<file path="src/rtl/core/mgs_pkg.sv">
// ----------------------------------------------------------------------------
// mgs_pkg
// Shared types, constants and helpers of the multivector gradient stencil.
// ----------------------------------------------------------------------------
package mgs_pkg;

  localparam int MAX_CELLS_DEF = 64;
  localparam int FRAC_BITS_DEF = 16;
  localparam int NCOMP         = 8;
  localparam int NDIM          = 3;
  localparam int NREAD         = 6;
  localparam int QUEUE_DEPTH   = 4;
  localparam int CFG_INDEX_W   = 3;

  // component (and result) slots within a cell
  localparam int COMP_SCALAR = 0;
  localparam int COMP_VEC    = 1;
  localparam int COMP_BIV    = 4;
  localparam int COMP_PSEUDO = 7;

  typedef enum logic [CFG_INDEX_W-1:0] {
    REG_DIMS    = 3'd0,
    REG_CELLS_X = 3'd1,
    REG_CELLS_Y = 3'd2,
    REG_CELLS_Z = 3'd3,
    REG_INV_X   = 3'd4,
    REG_INV_Y   = 3'd5,
    REG_INV_Z   = 3'd6
  } cfg_reg_e;

  typedef logic [NCOMP-1:0][31:0] cell_t;
  typedef logic [NDIM-1:0][31:0]  inv_t;

  // one stencil job: sign and magnitude of each difference, per result and axis
  typedef struct packed {
    logic                              last;
    logic [NCOMP-1:0][NDIM-1:0]        neg;
    logic [NCOMP-1:0][NDIM-1:0][31:0]  mag;
  } diff_t;

  function automatic int axis_next(int d);
    return (d == NDIM - 1) ? 0 : d + 1;
  endfunction

endpackage

</file>
<file path="src/rtl/core/mgs_queue.sv">
// ----------------------------------------------------------------------------
// mgs_queue
// Short FIFO of stencil jobs between the front and the multiply back end.
// ----------------------------------------------------------------------------
module mgs_queue (
  input  logic           clk,
  input  logic           rst,
  input  logic           push,
  input  mgs_pkg::diff_t wr_data,
  output logic           full,
  input  logic           pop,
  output logic           rd_valid,
  output mgs_pkg::diff_t rd_data
);
  import mgs_pkg::*;

  // depth is a power of two, pointers wrap naturally
  localparam int PTR_W = $clog2(QUEUE_DEPTH);
  localparam int CNT_W = $clog2(QUEUE_DEPTH + 1);

  diff_t            slots [QUEUE_DEPTH];
  logic [PTR_W-1:0] wr_ptr, rd_ptr;
  logic [CNT_W-1:0] count;

  assign full     = count == CNT_W'(QUEUE_DEPTH);
  assign rd_valid = count != '0;
  assign rd_data  = slots[rd_ptr];

  always_ff @(posedge clk) begin
    if (push) begin
      slots[wr_ptr] <= wr_data;
    end
  end

  always_ff @(posedge clk) begin
    if (rst) begin
      wr_ptr <= '0;
      rd_ptr <= '0;
      count  <= '0;
    end else begin
      if (push) begin
        wr_ptr <= wr_ptr + PTR_W'(1);
      end
      if (pop) begin
        rd_ptr <= rd_ptr + PTR_W'(1);
      end
      if (push && !pop) begin
        count <= count + CNT_W'(1);
      end else if (pop && !push) begin
        count <= count - CNT_W'(1);
      end
    end
  end

  a_no_overflow: assert property (@(posedge clk) disable iff (rst)
    push |-> !full)
    else $error("push into full queue");

  a_no_underflow: assert property (@(posedge clk) disable iff (rst)
    pop |-> rd_valid)
    else $error("pop from empty queue");

  a_count_hold: assert property (@(posedge clk) disable iff (rst)
    (push == pop) |=> $stable(count))
    else $error("queue count moved without net traffic");

endmodule

</file>
<file path="config.mk">
export PLATFORM = sky130hd
export DESIGN_NAME = mgs_queue
export DESIGN_NICKNAME = d
export VERILOG_FILES = /design/src/rtl/core/mgs_pkg.sv /design/src/rtl/core/mgs_queue.sv
export SDC_FILE = /design/constraint.sdc
export NUM_CORES = 2
export LEC_CHECK = 0
export ABC_AREA = 1
export ABC_CLOCK_PERIOD_IN_PS = 37100
export BUFFER_PORTS_ARGS = -buffer_cell sky130_fd_sc_hd__buf_2
export CAP_MARGIN = 20
export CORE_AREA = 2 2 626 628
export CTS_CLUSTER_DIAMETER = 100
export DETAILED_ROUTE_END_ITERATION = 8
export DIE_AREA = 0 0 628 630
export PLACE_DENSITY = 0.55
export RECOVER_POWER = 25
export SYNTH_ARGS = -nofsm -noshare
export SYNTH_HDL_FRONTEND = slang
export SYNTH_SLANG_ARGS = --single-unit
</file>
<file path="constraint.sdc">
create_clock -name clk -period 37.1 [get_ports clk]
set_input_delay 1.855 -clock clk [delete_from_list [all_inputs] [get_ports clk]]
set_output_delay 1.855 -clock clk [all_outputs]
set_load 0.02 [all_outputs]
</file>
* Word-level counts from Yosys, hierarchy flattened
Memories as Yosys holds them, arrays and structs flattened. A register that Yosys moved wholly into a read port is not among the register bits.
Index checks and enable logic that the tools add are counted.
** Cells by class
- Reduce and logical (&&, ||, !) cells :: 6
- Eq/ne operators :: 1
- Multiply operators :: 0
- Magnitude comparators :: 0
- Div/mod/pow operators :: 0
- Add/subtract/negate cells :: 4
- Shift-type cells :: 0
- Bitwise gates (word level) :: 0
- Mux-type cells :: 6
** Operators by type and width (count)
- 3-bit two-way mux :: 2
- 2-bit by 1-bit adder with 2-bit output (second input constant) :: 2
- 2-bit two-way mux :: 2
- 3-bit by 1-bit adder with 3-bit output (second input constant) :: 1
- 3-bit equality test (second input constant) :: 1
- 3-bit nonzero test :: 1
- 3-bit by 1-bit subtractor with 3-bit output (second input constant) :: 1
- 1-bit logical AND :: 2
- 1-bit logical NOT :: 2
- 1-bit two-way mux :: 2
- 2-bit nonzero test :: 1
** Storage, ports and cells
- Input port bits :: 797
- RAM bits :: 3172
- Register bits :: 7
- Memory bits (read-only) :: 0
- Output and inout bits :: 795
- Bits in latches :: 0
- Memories :: 1
** Memory list
- slots :: words 4, width 793, rd ports 1, clocked after memory_dff 1, wr ports 1, RTL line mgs_queue.sv:21 : diff_t slots [QUEUE_DEPTH];

* Logic depth before layout (Yosys ltp)
- Word-level depth :: 4
- Gate-level depth with buffers :: 10
- Depth with buffers taken out :: 10

* Worst setup path after synthesis
No wires, ideal clock.
- Path kind :: input-to-reg
- Start point :: in push
- End point :: mem slots[0][0] (netlist bit) (enable)
- Setup slack :: 18.923 ns
- Stages :: 2
- Arrival :: 17.042 ns
- Required time :: 35.966 ns
- Path buffers :: 0
- Setup time :: 1.134 ns
- Cells stage by stage :: nand2_1 -> inv_1
** Between the ends
- Cells in the longest elaborated chain, start to end :: 2
** Ends and longest elaborated chain
- start: declaration :: RTL line mgs_queue.sv:8 : input logic push,
- 1-bit two-way mux :: RTL line mgs_queue.sv:30 : if (push) begin
- 1-bit two-way mux (implied by the code) :: RTL line mgs_queue.sv:31 : slots[wr_ptr] <= wr_data;
- end: declaration :: RTL line mgs_queue.sv:21
No other way between the ends.

==> results.sh <==
export IMPL_max_slew_margin_pct=18.6
export IMPL_reg2reg_setup_slack_ns=30.56
export IMPL_leakage_nw=46.2
export IMPL_die_h_um=630
export IMPL_finalSetupViolations=0
export IMPL_numPortBuffers=1591
export IMPL_critPathMaxStageDelay_ns=0.85
export IMPL_endpoint="rd_data[588]"
export IMPL_synth_seq_cells=3181
export IMPL_io_pins=1592
export IMPL_fmax_ghz=0.100
export IMPL_ys_seq_area_share_pct=81.6
export IMPL_postRouteAntennaNets=0
export IMPL_cts_tree="done"
export IMPL_dr_max_layer_used="met5"
export IMPL_stdcell_area_um2=141000
export IMPL_power_w=0.00827
export IMPL_grt_max_degree=203
export IMPL_fin_ws_ns=27.10
export IMPL_synth_area_um2=117000
export IMPL_maxSlewViolCount=0
export IMPL_worstSetupPathDepth=11
export IMPL_drive_gt1_share_pct=17.5
export IMPL_path_cells="inv_8 -> buf_4 -> buf_4 -> buf_4 -> buf_4 -> buf_4 -> buf_4 -> buf_4 -> o21ai_1 -> o22ai_1 -> buf_2"
export IMPL_synthesis_nets=8528
export IMPL_period_needed_ns=10.0
export IMPL_worst_ep_required_time_ns=35.24
export IMPL_path_max_fanout=95
export IMPL_post_cts_buffers=0
export IMPL_cts_root_buf="clkbuf_16"
export IMPL_areaGrowthSynthToFinish_pct=20.2
export IMPL_routed_wl_met2_mm=183
export IMPL_dieArea_um2=396000
export IMPL_grt_usage_pct=17.9
export IMPL_ctsHoldBuffers=0
export IMPL_firstDrtPassIters=8
export IMPL_routed_via_density=4.99
export IMPL_fin_nets=10000
export IMPL_crit_family="buffers and inverters"
export IMPL_setup_tns_ns=0
export IMPL_synth_cell_type_count=21
export IMPL_cts_buffer_depth=4
export IMPL_r2r_start="wr_ptr[0]"
export IMPL_htree_levels=5
export IMPL_gp_congestion=0.910
export IMPL_post_dp_hpwl_mm=244
export IMPL_critPathBufInv=9
export IMPL_dpl_instance_area_um2=130000
export IMPL_ir_drop_uv=64.0
export IMPL_start_util_pct=30.1
export IMPL_cp_common_cell="buf_4"
export IMPL_critPathKind="reg -> out"
export IMPL_end_kind="output port"
export IMPL_hold_viol=0
export IMPL_finalCoreUtilization_pct=36.2
export IMPL_synth_avg_cell_area_um2=15.1
export IMPL_drt_total_wl_mm=374
export IMPL_grt_pass1_wl_mm=521
export IMPL_status="finished clean"
export IMPL_period_share_pct=27.0
export IMPL_cts_buffers=337
export IMPL_rsz0062_at_grt="no"
export IMPL_p_per_area_nw_per_um2=58.8
export IMPL_arrival_ns=8.14
export IMPL_insertion_delay_ns=0.93
export IMPL_cts_sink_count=3181
export IMPL_pre_cts_slack_ns=28.10
export IMPL_gr_total_overflow=0
export IMPL_synth_warning_count=0
export IMPL_wl_per_cell_um=25.1
export IMPL_worstMarginPinSlew_ns=1.22
export IMPL_crit_path_start_kind="flip-flop"
export IMPL_cpMaxStageDelayCell="buf_4"
export IMPL_hold_path_depth=1
export IMPL_dr_first_iter_drc_count=6682
export IMPL_row_count=229
export IMPL_antenna_found_initial=224
export IMPL_met3_length_mm=34.8
export IMPL_r2r_end="slots[3][586]"
export IMPL_wl_met1_mm=138
export IMPL_dr_total_vias=74300
export IMPL_drc_errors=0
export IMPL_skew_ns=0.0552
export IMPL_clkSlewWorstSetupHoldPaths_ns=0.07
export IMPL_die_w_um=628
export IMPL_hold_path_class="reg -> reg"
export IMPL_syn_inst=7725
export IMPL_drv_cap=0
export IMPL_first_global_vias=70900
export IMPL_rr_worst_depth=9
export IMPL_cts_resized=0
export IMPL_core_area_um2=388000
==> report_power, final <==
group          switching [W]  total, W  internal (W)  leakage (nW)
logic               0.000674  0.000887      0.000213          11.8
clock network        0.00141   0.00323       0.00182          5.14
registers          0.0000342   0.00415       0.00412          29.2
total                0.00211   0.00827       0.00615          46.2
==> Yosys cell counts (all sizes together) <==
library cell	instances	share of area, %
nor3	1	0.0043
inv	17	0.055
nand2	10	0.032
buf	241	1.1
fa	1	0.017
ha	5	0.054
dfxtp	9	0.15
o21ai	1591	6.8
a21oi	3	0.013
o22ai	793	4.2
nor2	1593	5.1
nand3	1	0.0043
xor2	1	0.0075
nand4	1	0.0054
edfxtp	3172	81
clkbuf	286	0.92
==> kinds of logic after synthesis <==
family,Yosys count,share of synthesized area [%]
buf+inv,544,2.04
fa+ha+maj,6,0.0707
xor+xnor,1,0.00749
flops,3181,81.6
compound gates,2387,11.1
simple gates,1606,5.16
==> how the worst min path moves through the flow <==
stage               from         to  slack, ns
3_5_place_dp   rd_ptr[1]  flip-flop       0.43
5_1_grt        rd_ptr[1]  flip-flop       0.47
6_report       rd_ptr[1]  flip-flop       0.45
4_1_cts        rd_ptr[1]  rd_ptr[1]       0.45
2_1_floorplan  rd_ptr[1]  flip-flop       0.41
3_3_place_gp   rd_ptr[1]  flip-flop       0.41
==> cells in the final DEF (no fill, tap or decap), types with 2 or more instances in the layout <==
cell        Yosys  layout
inv_1          15      11
clkinv_2        0      53
clkbuf_1      286     578
dfxtp_4         0       2
clkinv_1        0      80
clkinv_16       0      14
o21ai_1       855     855
ha_1            5       5
clkinvlp_4      0       8
nor2_1       1593    1593
o21ai_0       736     736
clkinv_8        0       5
buf_2         217    1100
diode_2         0     177
nand2_1        10      10
buf_4          18      95
dfxtp_1         9       7
buf_16          0       2
bufinv_16       0      19
buf_12          0      12
edfxtp_1     3172    3172
a21oi_1         3       3
inv_16          0       4
inv_6           0       9
inv_8           0       6
clkbuf_16       0     337
o22ai_1       793     793
==> area by class of cell <==
class	instances	area [µm²]
clock buffers	424	8760
repair buffers	1700	8360
clock inverters	193	1870
diodes	177	443
well taps	5197	6500
inverters	17	109
multi-input cells	4000	19100
flip-flops and latches	3181	95400
fillers	36800	248000
==> stage by stage <==
step	hold slack [ns]	cells
global route	0.472	14800
finish	0.449	14900
floorplan	0.412	7725
global placement	0.410	14100
CTS	0.445	14700
detailed placement	0.427	14100
==> worst register-to-register path, cell delays in order, from the launching register on <==
cell	delay, ns
dfxtp_1	0.37
ha_1	0.17
nand2_1	0.13
inv_8	0.66
buf_4	0.87
buf_4	0.77
buf_4	0.82
buf_4	0.77
buf_4	0.73
buf_4	0.83
==> routing by layer <==
metal | vias up | global-route usage [%]
li1 | 32800 | -
met1 | 37600 | 20.8
met2 | 3026 | 29.7
met3 | 829 | 5.77
met4 | 74 | 8.74
met5 | - | 0
==> registers in the layout, summed over array words and instances, names as in the netlist, named ones only <==
register and cells:
slots 3172, count 3, rd_ptr 2, wr_ptr 2
Power figures use the tool's default switching activity.
